## src/hw/rtl/trma_pkg.sv

```systemverilog
`default_nettype none
// ----------------------------------------------------------------------------
// trma_pkg
// Shared types and constants for the average true range block.
// ----------------------------------------------------------------------------
package trma_pkg;

	localparam int WINDOW      = 10;
	localparam int PTR_W       = $clog2(WINDOW);
	localparam int BARS_W      = $clog2(WINDOW + 2);
	localparam int SUM_W       = 32 + $clog2(WINDOW);

	// divide by WINDOW as a multiply by the rounded-up reciprocal; the extra
	// fraction bits keep the quotient exact for every window sum
	localparam int RECIP_SHIFT = SUM_W + $clog2(WINDOW);
	localparam int RECIP_W     = SUM_W + 1;
	localparam logic [RECIP_W-1:0] RECIP =
		RECIP_W'(((64'd1 << RECIP_SHIFT) + 64'(WINDOW - 1)) / 64'(WINDOW));

	// both factors split in two halves for four small partial products
	localparam int SPLIT_W     = (SUM_W + 1) / 2;
	localparam int X_HI_W      = SUM_W - SPLIT_W;
	localparam int M_HI_W      = RECIP_W - SPLIT_W;
	localparam int PP_LL_W     = 2 * SPLIT_W;
	localparam int PP_LH_W     = SPLIT_W + M_HI_W;
	localparam int PP_HL_W     = X_HI_W + SPLIT_W;
	localparam int PP_HH_W     = X_HI_W + M_HI_W;
	localparam int CROSS_W     = ((PP_LH_W > PP_HL_W) ? PP_LH_W : PP_HL_W) + 1;
	localparam int PROD_W      = SUM_W + RECIP_W;

	typedef struct packed {
		logic [31:0] bar_high;
		logic [31:0] bar_low;
		logic [31:0] bar_close;
	} bar_word_t;

	typedef struct packed {
		logic [31:0] true_range;
		logic        range_valid;
		logic [31:0] average_range;
		logic        average_valid;
	} result_word_t;

	// word carried into the divide-by-window stages
	typedef struct packed {
		logic [31:0]      true_range;
		logic             range_valid;
		logic             average_valid;
		logic [SUM_W-1:0] dividend;
	} div_word_t;

endpackage
`default_nettype wire

```

## src/hw/rtl/true_range_moving_average.sv

```systemverilog
`default_nettype none
// ----------------------------------------------------------------------------
// true_range_moving_average
// Per-bar true range and its mean over the last WINDOW bars, Q16.16.
// ----------------------------------------------------------------------------
// usage:
//   bar channel (bar_valid/bar_ready/bar) takes one price word per cycle:
//   high, low and close. result channel (result_valid/result_ready/result)
//   returns one word per bar, in order: the true range, a flag that a
//   previous close existed, the truncated window mean and its valid flag.
//   the mean reads zero and its flag low until WINDOW real ranges exist.
//   pipeline: a taken bar passes the bar register, the range/sum register,
//   then 3 divide registers (partial products, cross sum and final add of
//   the reciprocal multiply) before its result is offered.
//   throughput: one bar per cycle unless stalled; the running sum costs
//   one add and one subtract per bar, the divide is a pipelined multiply.
//   when result_ready is low with a result waiting, the whole pipeline
//   holds and bar_ready drops in the same cycle; bubbles in flight stay.
//   reset clears the history, sum, previous close and bar count, and
//   empties the pipeline; bars are taken in the first cycle after reset.
// ----------------------------------------------------------------------------
module true_range_moving_average import trma_pkg::*; (
	input  wire logic         clk,
	input  wire logic         arst_n,
	input  wire logic         bar_valid,
	output logic              bar_ready,
	input  wire bar_word_t    bar,
	output logic              result_valid,
	input  wire logic         result_ready,
	output result_word_t      result
);

	logic      adv;
	logic      div_valid;
	div_word_t div_word;

	// pipeline moves unless the output word is stalled
	assign adv       = !result_valid || result_ready;
	assign bar_ready = adv;

	trma_range u_range (
		.clk       (clk),
		.arst_n    (arst_n),
		.adv       (adv),
		.bar_valid (bar_valid),
		.bar       (bar),
		.valid_s2  (div_valid),
		.word_s2   (div_word)
	);

	trma_div_stage u_div (
		.clk        (clk),
		.arst_n     (arst_n),
		.adv        (adv),
		.word_valid (div_valid),
		.word       (div_word),
		.valid_s3   (result_valid),
		.result_s3  (result)
	);

endmodule
`default_nettype wire

```

## src/hw/rtl/trma_range.sv

```systemverilog
`default_nettype none
// ----------------------------------------------------------------------------
// trma_range
// Input register, true range, range history and running window sum.
// ----------------------------------------------------------------------------
module trma_range import trma_pkg::*; (
	input  wire logic      clk,
	input  wire logic      arst_n,
	input  wire logic      adv,
	input  wire logic      bar_valid,
	input  wire bar_word_t bar,
	output logic           valid_s2,
	output div_word_t      word_s2
);

	logic              valid_s1;
	bar_word_t         bar_s1;
	logic [31:0]       prev_close_q;
	logic [31:0]       hist_q [WINDOW];
	logic [SUM_W-1:0]  sum_q;
	logic [PTR_W-1:0]  ptr_q;
	logic [BARS_W-1:0] bars_q;

	logic              first_bar;
	logic [31:0]       d_hl, d_hc, d_cl, tr_max, tr;
	logic [31:0]       old_tr;
	logic [SUM_W-1:0]  sum_next;
	logic [PTR_W-1:0]  ptr_next;
	logic [BARS_W-1:0] bars_next;
	logic              avg_ok;
	logic              take;

	function automatic logic [31:0] abs_diff(input logic [31:0] a, input logic [31:0] b);
		return (a >= b) ? (a - b) : (b - a);
	endfunction

	always_comb begin
		first_bar = (bars_q == '0);
		d_hl      = abs_diff(bar_s1.bar_high, bar_s1.bar_low);
		d_hc      = abs_diff(bar_s1.bar_high, prev_close_q);
		d_cl      = abs_diff(prev_close_q, bar_s1.bar_low);
		tr_max    = (d_hc >= d_cl) ? d_hc : d_cl;
		tr_max    = (d_hl >= tr_max) ? d_hl : tr_max;
		tr        = first_bar ? 32'd0 : tr_max;
		old_tr    = hist_q[ptr_q];
		sum_next  = sum_q - SUM_W'(old_tr) + SUM_W'(tr);
		ptr_next  = (ptr_q == PTR_W'(WINDOW - 1)) ? '0 : ptr_q + 1'b1;
		bars_next = (bars_q < BARS_W'(WINDOW + 1)) ? bars_q + 1'b1 : bars_q;
		avg_ok    = (bars_next == BARS_W'(WINDOW + 1));
		take      = adv && valid_s1;
	end

	always_ff @(posedge clk or negedge arst_n) begin
		if (!arst_n) begin
			valid_s1     <= 1'b0;
			valid_s2     <= 1'b0;
			prev_close_q <= '0;
			sum_q        <= '0;
			ptr_q        <= '0;
			bars_q       <= '0;
			for (int i = 0; i < WINDOW; i++) begin
				hist_q[i] <= '0;
			end
		end else if (adv) begin
			valid_s1 <= bar_valid;
			valid_s2 <= valid_s1;
			if (take) begin
				prev_close_q  <= bar_s1.bar_close;
				sum_q         <= sum_next;
				ptr_q         <= ptr_next;
				bars_q        <= bars_next;
				hist_q[ptr_q] <= tr;
			end
		end
	end

	always_ff @(posedge clk) begin
		if (adv && bar_valid) begin
			bar_s1 <= bar;
		end
		if (take) begin
			word_s2.true_range    <= tr;
			word_s2.range_valid   <= !first_bar;
			word_s2.average_valid <= avg_ok;
			// average reads as zero until the window is full
			word_s2.dividend      <= avg_ok ? sum_next : '0;
		end
	end

	ap_ptr_range: assert property (@(posedge clk) disable iff (!arst_n)
		ptr_q < PTR_W'(WINDOW))
		else $error("history pointer out of range");

	ap_bars_sat: assert property (@(posedge clk) disable iff (!arst_n)
		bars_q <= BARS_W'(WINDOW + 1))
		else $error("bar count past saturation");

	ap_avg_needs_range: assert property (@(posedge clk) disable iff (!arst_n)
		valid_s2 && word_s2.average_valid |-> word_s2.range_valid)
		else $error("average valid without a valid range");

	ap_first_zero: assert property (@(posedge clk) disable iff (!arst_n)
		valid_s2 && !word_s2.range_valid |-> word_s2.true_range == '0)
		else $error("first bar range not zero");

endmodule
`default_nettype wire

```

## src/hw/rtl/trma_div_stage.sv

```systemverilog
`default_nettype none
// ----------------------------------------------------------------------------
// trma_div_stage
// Divide of the window sum by the window length as a reciprocal multiply,
// in three registered steps: partial products, cross sum, final add.
// ----------------------------------------------------------------------------
module trma_div_stage import trma_pkg::*; (
	input  wire logic      clk,
	input  wire logic      arst_n,
	input  wire logic      adv,
	input  wire logic      word_valid,
	input  wire div_word_t word,
	output logic           valid_s3,
	output result_word_t   result_s3
);

	logic [SPLIT_W-1:0] x_lo;
	logic [X_HI_W-1:0]  x_hi;
	logic [SPLIT_W-1:0] m_lo;
	logic [M_HI_W-1:0]  m_hi;

	logic               valid_s1;
	logic               valid_s2;
	result_word_t       meta_s1;
	result_word_t       meta_s2;
	logic [PP_LL_W-1:0] pp_ll_s1;
	logic [PP_LH_W-1:0] pp_lh_s1;
	logic [PP_HL_W-1:0] pp_hl_s1;
	logic [PP_HH_W-1:0] pp_hh_s1;
	logic [PROD_W-1:0]  base_s2;
	logic [CROSS_W-1:0] cross_s2;

	logic [PROD_W-1:0]  prod;
	result_word_t       res_d;

	assign x_lo = word.dividend[SPLIT_W-1:0];
	assign x_hi = word.dividend[SUM_W-1:SPLIT_W];
	assign m_lo = RECIP[SPLIT_W-1:0];
	assign m_hi = RECIP[RECIP_W-1:SPLIT_W];

	// quotient sits above the reciprocal's fraction bits
	always_comb begin
		prod                = base_s2 + PROD_W'({cross_s2, {SPLIT_W{1'b0}}});
		res_d               = meta_s2;
		res_d.average_range = prod[RECIP_SHIFT +: 32];
	end

	always_ff @(posedge clk or negedge arst_n) begin
		if (!arst_n) begin
			valid_s1 <= 1'b0;
			valid_s2 <= 1'b0;
			valid_s3 <= 1'b0;
		end else if (adv) begin
			valid_s1 <= word_valid;
			valid_s2 <= valid_s1;
			valid_s3 <= valid_s2;
		end
	end

	always_ff @(posedge clk) begin
		if (adv && word_valid) begin
			meta_s1.true_range    <= word.true_range;
			meta_s1.range_valid   <= word.range_valid;
			meta_s1.average_range <= '0;
			meta_s1.average_valid <= word.average_valid;
			pp_ll_s1 <= PP_LL_W'(x_lo) * PP_LL_W'(m_lo);
			pp_lh_s1 <= PP_LH_W'(x_lo) * PP_LH_W'(m_hi);
			pp_hl_s1 <= PP_HL_W'(x_hi) * PP_HL_W'(m_lo);
			pp_hh_s1 <= PP_HH_W'(x_hi) * PP_HH_W'(m_hi);
		end
		if (adv && valid_s1) begin
			meta_s2  <= meta_s1;
			base_s2  <= {pp_hh_s1, pp_ll_s1};
			cross_s2 <= CROSS_W'(pp_lh_s1) + CROSS_W'(pp_hl_s1);
		end
		if (adv && valid_s2) begin
			result_s3 <= res_d;
		end
	end

	ap_avg_zero: assert property (@(posedge clk) disable iff (!arst_n)
		valid_s3 && !result_s3.average_valid |-> result_s3.average_range == '0)
		else $error("average not zero before the window is full");

	ap_avg_needs_range: assert property (@(posedge clk) disable iff (!arst_n)
		valid_s3 && result_s3.average_valid |-> result_s3.range_valid)
		else $error("average valid without a valid range");

	ap_hold: assert property (@(posedge clk) disable iff (!arst_n)
		valid_s3 && !adv |=> valid_s3 && $stable(result_s3))
		else $error("stalled result word changed");

endmodule
`default_nettype wire
```

## config.mk

```make
export PLATFORM = sky130hd
export DESIGN_NAME = true_range_moving_average
export DESIGN_NICKNAME = d
export VERILOG_FILES = /design/src/hw/rtl/trma_pkg.sv /design/src/hw/rtl/true_range_moving_average.sv /design/src/hw/rtl/trma_range.sv /design/src/hw/rtl/trma_div_stage.sv
export SDC_FILE = /design/constraint.sdc
export NUM_CORES = 2
export LEC_CHECK = 0
export BUFFER_PORTS_ARGS = -buffer_cell sky130_fd_sc_hd__buf_2
export CORE_UTILIZATION = 30
export CTS_CLUSTER_DIAMETER = 120
export CTS_CLUSTER_SIZE = 24
export DETAILED_ROUTE_END_ITERATION = 8
export HOLD_SLACK_MARGIN = 0.08
export PLACE_DENSITY = 0.42
export SYNTH_ARGS = -nofsm -noshare
export SYNTH_HDL_FRONTEND = slang
export SYNTH_SLANG_ARGS = --single-unit
```

## constraint.sdc

```tcl
create_clock -name clk -period 14.9 [get_ports clk]
set_input_delay 1.49 -clock clk [delete_from_list [all_inputs] [get_ports clk]]
set_output_delay 1.49 -clock clk [all_outputs]
set_load 0.01 [all_outputs]
```

Word-level counts from Yosys, hierarchy flattened

Index checks and enable logic that the tools add are counted.

Add/sub/neg operators: 12
Reduce and logical (&&, ||, !) cells: 11
Equal/unequal tests: 2
Mux-type cells: 14
Magnitude comparators: 8
Bitwise gates (word level): 1
$mul: 4

Operator list:

| kind                                                                          | count |
|---|---|
| 320-bit bitwise mux                                                           | 1 |
| 32-bit two-way mux                                                            | 9 |
| 32-bit subtractor                                                             | 6 |
| 32-bit greater-or-equal comparator                                            | 5 |
| 32-bit binary-select mux with 4-bit select                                    | 1 |
| 32-bit demux with 4-bit select                                                | 1 |
| 72-bit by 56-bit adder with 72-bit output                                     | 1 |
| 18-bit by 16-bit multiplier with 34-bit output (second input constant)        | 2 |
| 37-bit by 36-bit adder with 38-bit output                                     | 1 |
| 36-bit by 32-bit adder with 36-bit output                                     | 1 |
| 18-bit by 18-bit multiplier with 36-bit output (second input constant)        | 1 |
| 36-bit by 32-bit subtractor with 36-bit output                                | 1 |
| 18-bit by 18-bit multiplier with 35-bit output (second input constant)        | 1 |
| 4-bit by 1-bit adder with 4-bit output (second input constant)                | 2 |
| 4-bit equality test (second input constant)                                   | 2 |
| 4-bit two-way mux                                                             | 2 |
| 1-bit logical AND                                                             | 6 |
| 5-bit greater-or-equal comparator (second input constant)                     | 1 |
| 5-bit by 1-bit less-than comparator with 1-bit output (second input constant) | 1 |
| 4-bit NOT with 5-bit output                                                   | 1 |
| 4-bit logical NOT                                                             | 1 |
| 4-bit less-than comparator (second input constant)                            | 1 |
| 1-bit logical NOT                                                             | 2 |
| 2-bit AND reduction                                                           | 1 |
| 1-bit logical OR                                                              | 1 |

Input bits: 100
Register bits after elaboration: 949
Word-level logic and storage cells: 94
Output and inout bits: 68

Longest topological paths before layout

Depth after elaboration: 8
Gate-level depth with buffers: 54
Gate-level depth less buffers: 46

Hierarchy

Synthesis repeated with hierarchy kept, for this count alone.

Cells, all modules: 6504
Area total of the unflattened synthesis: 67654.9 um^2

By module, submodules not included:

| module                    | times used | sequential area each (um^2) | area each (um^2) | cells an instance |
|---|---|---|---|---|
| trma_range                | 1          | 14944.3                     | 38157.8          | 3945 |
| trma_div_stage            | 1          | 10344.9                     | 29490.8          | 2558 |
| true_range_moving_average | 1          | 0.0                         | 6.3              | 1 |

Worst setup path after synthesis

OpenSTA, ideal clock, no wires.

Path type: reg2reg
Start: register u_range.bar_s1[64] (netlist name)
End: register u_range.word_s2[35] (netlist name), data pin
Setup slack: 3.704 ns
Path buffers: 6
Data required time: 14.638 ns
Data arrival time: 10.934 ns
Library setup time: 0.262 ns
Stages on the path, launching flop included: 51
Period minus slack after synthesis: 11.196 ns
Cells stage by stage: edfxtp_1 > inv_1 > ha_1 > inv_1 > fa_1 > a21o_1 > a2111o_1 > a311oi_1 > o22a_1 > a21oi_2 > a2111oi_0 > nor2_1 > xor2_1 > ha_1 > a21o_1 > a21o_1 > a21oi_1 > o21ai_0 > [... 15 more ...] > clkbuf_1 > nor3_1 > a221o_1 > buf_2 > inv_2 > fa_1 > inv_1 > ha_1 > a21o_1 > a21o_1 > a221oi_1 > o21ai_0 > a31oi_1 > o21ai_0 > o22ai_1 > xnor2_1 > xor2_1 > nor2_1

Word-level cells in the longest chain between the ends: 8
Elaborated cells between the ends (all ways): 14
Those cells by class: add/sub (5); order compare (4); mux (5)

Ends and longest elaborated chain:

| what                                                                    | RTL line         | source |
|---|---|---|
| from (decl)                                                             | trma_range.sv:17 | `bar_word_t bar_s1;` |
| from (signal assigned)                                                  | trma_range.sv:79 | `bar_s1 <= bar;` |
| 32-bit subtractor or 32-bit greater-or-equal comparator (tied branches) | trma_range.sv:34 | `return (a >= b) ? (a - b) : (b - a);` |
| 32-bit two-way mux                                                      | trma_range.sv:34 |  |
| 32-bit greater-or-equal comparator                                      | trma_range.sv:42 | `tr_max = (d_hc >= d_cl) ? d_hc : d_cl;` |
| 32-bit two-way mux                                                      | trma_range.sv:42 |  |
| 32-bit greater-or-equal comparator                                      | trma_range.sv:43 | `tr_max = (d_hl >= tr_max) ? d_hl : tr_max;` |
| 32-bit two-way mux *                                                    | trma_range.sv:43 |  |
| 32-bit two-way mux *                                                    | trma_range.sv:44 | `tr = first_bar ? 32'd0 : tr_max;` |
| net u_range.tr[5]                                                       | trma_range.sv:25 | `logic [31:0] d_hl, d_hc, d_cl, tr_max, tr;` |
| 36-bit by 32-bit adder with 36-bit output *                             | trma_range.sv:46 | `sum_next = sum_q - SUM_W'(old_tr) + SUM_W'(tr);` |
| to (decl)                                                               | trma_range.sv:13 | `output div_word_t word_s2` |

Mark *: on every way through the listed nets, which the timed path passes. The rest lies on a longest branch.
A chain may end at the register's enable or synchronous reset.

Worst setup path after layout

Ends and elaborated chain as after synthesis.

==> impl_metrics.tcl <==
set metrics [dict create \
    outcome "finished clean" \
    setup_violations 0 \
    rr_startpoint "u_range.bar_s1[64]$_DFFE_PP_" \
    r2r-end "u_range.word_s2[35]$_SDFFCE_PN0P_" \
    wl_per_cell_um 23.25 \
    tightest_slew_ns 1.217 \
    crit_required_ns 15.38 \
    ioPinCount 168 \
    ys.flop_type "edfxtp_1" \
    first_iter_violations 3553 \
    hold_path_class "reg -> reg" \
    netlist_area_um2 66410 \
    ys_seq_area_frac 0.3808 \
    yosysMostFrequentCell "inv_1" \
    rsz0062_at_grt "false" \
    synth_top_cells_by_count "737 x inv_1, 708 x ha_1, 508 x edfxtp_1, 459 x nand2_1, 430 x o21ai_0" \
    fin_ws_ns 1.169 \
    finalCriticalPeriod_ns 13.73 \
    clk_pin_slew_ns 0.10 \
    start_kind "flop" \
    clk_latency_ns 0.73 \
    finalSetupTns_ns 0 \
    cts-resized-gates 0 \
    cp-end-kind "flop" \
    ys_async_sr_fraction 0.4411 \
    slowest_stage "a2111oi_0" \
    hold_ws_ns 0.4142 \
    htree_levels 2 \
    areaGrowthSynthToFinish_pct 8.424 \
    hold_path_end "u_div.meta_s1[38]$_DFFE_PP_" \
    die_height_um 472.5 \
    min_period_over_period 0.9215 \
    firstDrtPassIters 6 \
    hold_viol 0 \
    cts.sinks 909 \
    dieArea_um2 223200 \
    overflow 0 \
    antenna_left 0 \
    num_rows 172 \
    viasPerCell 5.052 \
    skew_ns 0.04159 \
    slew-limit-headroom 0.1802 \
    finalMaxSlewViolations 0 \
    routabilityCongestion 0.9264 \
    min_path_cells 0 \
    syn_inst 6254 \
    start_util 0.3022 \
    pre_cts_slack_ns 0.9191 \
    synth_cell_types 96 \
    r2r_setup_slack_ns 1.17 \
    ctsHoldBuffers 0 \
    cp.arrival_ns 14.21 \
    yosys_warnings 0 \
    fin_nets 7427 \
    synth.net_count 7392 \
    fin_util 0.3277 \
    avgSynthCellArea_um2 10.62 \
    cts_tree "yes" \
    cts_buffers 46 \
    drc 0 \
    hold_path_startpoint "u_range.word_s2[42]$_DFFE_PP_" \
    ys_seq_elements 909 \
    fmax_mhz 72.83 \
    routed_wl_um 215900 \
    synth_edf_count 508 \
    port_buffers 167 \
    grt_pass1_vias 48370 \
    grt_first_pass_wirelength_um 320700 \
    post-cts-setup-buffers 0 \
    core-area_um2 219700 \
    grt_max_degree 134 \
    crit_type "reg -> reg" \
    synth_top_area_share 0.2297 \
    die_width_um 472.5 \
    cap_violations 0 \
    crit_fanout 34 \
    worst_r2r_path_depth 43 \
    dp_hpwl_um 170900 \
    synth_area_leader_cell "edfxtp_1" \
    num_vias 46920 \
    drive_above_1_share 0.08951 \
    track_usage 0.1916 \
    antenna_found_initial 5 \
    clk_path_buf_depth 3 \
    slowest_delay_ns 0.87 \
    synth.area.top_cells "edfxtp_1 23%, dfrtp_1 15%, ha_1 13%, fa_1 9.9%, inv_1 4.2%" \
    cts-root-buf "clkbuf_16" \
]
worst max-delay path, delay by kind of cell, from the launching register on:
family          cells  cell delay (ns)
simple gates        7             2.33
compound gates     23             7.12
buf+inv             4             0.87
fa+ha+maj           6             2.16
flops               1             0.43
xor+xnor            3             0.57
worst max-delay path by stage:
stage | startpoint | to | slack (ns) | cells past startpoint
global placement | u_range.prev_close_q[1]$_DFFE_PN0P_ | u_range.word_s2[35]$_SDFFCE_PN0P_ | 1.05 | 41
CTS | u_range.bar_s1[64]$_DFFE_PP_ | u_range.word_s2[35]$_SDFFCE_PN0P_ | 0.86 | 43
detailed placement | u_range.bar_s1[64]$_DFFE_PP_ | u_range.word_s2[35]$_SDFFCE_PN0P_ | 0.92 | 43
floorplan | u_range.bar_s1[64]$_DFFE_PP_ | u_range.word_s2[35]$_SDFFCE_PN0P_ | 3.70 | 50
finish | u_range.bar_s1[64]$_DFFE_PP_ | u_range.word_s2[35]$_SDFFCE_PN0P_ | 1.17 | 43
global route | u_range.prev_close_q[25]$_DFFE_PN0P_ | u_range.word_s2[35]$_SDFFCE_PN0P_ | 0.002 | 40
registers in the layout (all words and copies together) (netlist names), 4 cells and up:
register,cells
u_range.prev_close_q,32
u_div.pp_hl_s1,33
u_div.meta_s1,34
u_div.cross_s2,37
u_div.meta_s2,34
u_range.hist_q,320
u_div.base_s2,51
u_range.ptr_q,4
u_range.bar_s1,96
u_range.word_s2,70
u_div.result_s3,66
u_range.bars_q,4
u_div.pp_lh_s1,35
u_div.pp_hh_s1,35
u_div.pp_ll_s1,17
u_range.sum_q,36
placed cells by master, fill, tap and decap left out, types with 57 or more instances in the layout:
cell type and instances:
xnor2_1 170, a21oi_1 356, nor2_1 273, dfrtp_1 398, inv_1 736, a21o_1 162, mux4_2 64, fa_1 330
nand4_1 69, edfxtp_1 508, ha_1 708, mux2i_1 99, nand3_1 95, nand2_1 454, buf_2 166, o21ai_0 429
mux2_2 105, xor2_1 116, buf_4 80, nor3_1 57
metrics by stage:
step | std cells | instance area (um^2)
3_3_place_gp | 9199 | 70540
3_5_place_dp | 9199 | 70540
6_report | 9287 | 72000
2_1_floorplan | 6254 | 66410
4_1_cts | 9281 | 71990
5_1_grt | 9286 | 72000
layout make-up:
type,count,area (um^2)
fillers,22380,147700
multi-input cells,4339,37280
flip-flops and latches,909,25300
well taps,2958,3701
inverters,745,2801
repair buffers,248,1466
clock buffers,69,1290
clock inverters,13,155.1
diodes,6,15.01
layer usage:
layer | routed length, um | GRT usage | part of all wire | up-vias
met5 | 0 | 0 | 0 | -
met4 | 6138 | 0.05321 | 0.028 | 0
met3 | 8380 | 0.01972 | 0.039 | 199
met2 | 105200 | 0.3330 | 0.49 | 1004
met1 | 96130 | 0.2510 | 0.45 | 23520
li1 | - | - | - | 22190
cells by family after synthesis:
group                      share of synthesized area
muxes                                        0.05549
adders and majority gates                     0.2329
buffers and inverters                        0.05875
DFF                                           0.3808
AOI/OAI and AO/OA                             0.1500
xor gates and xnor gates                     0.03821
and+or+nand+nor                              0.08390
Power is left out: the tool's default activity adds up to more than one toggle a clock period on the data nets, which glitch-free logic cannot reach.
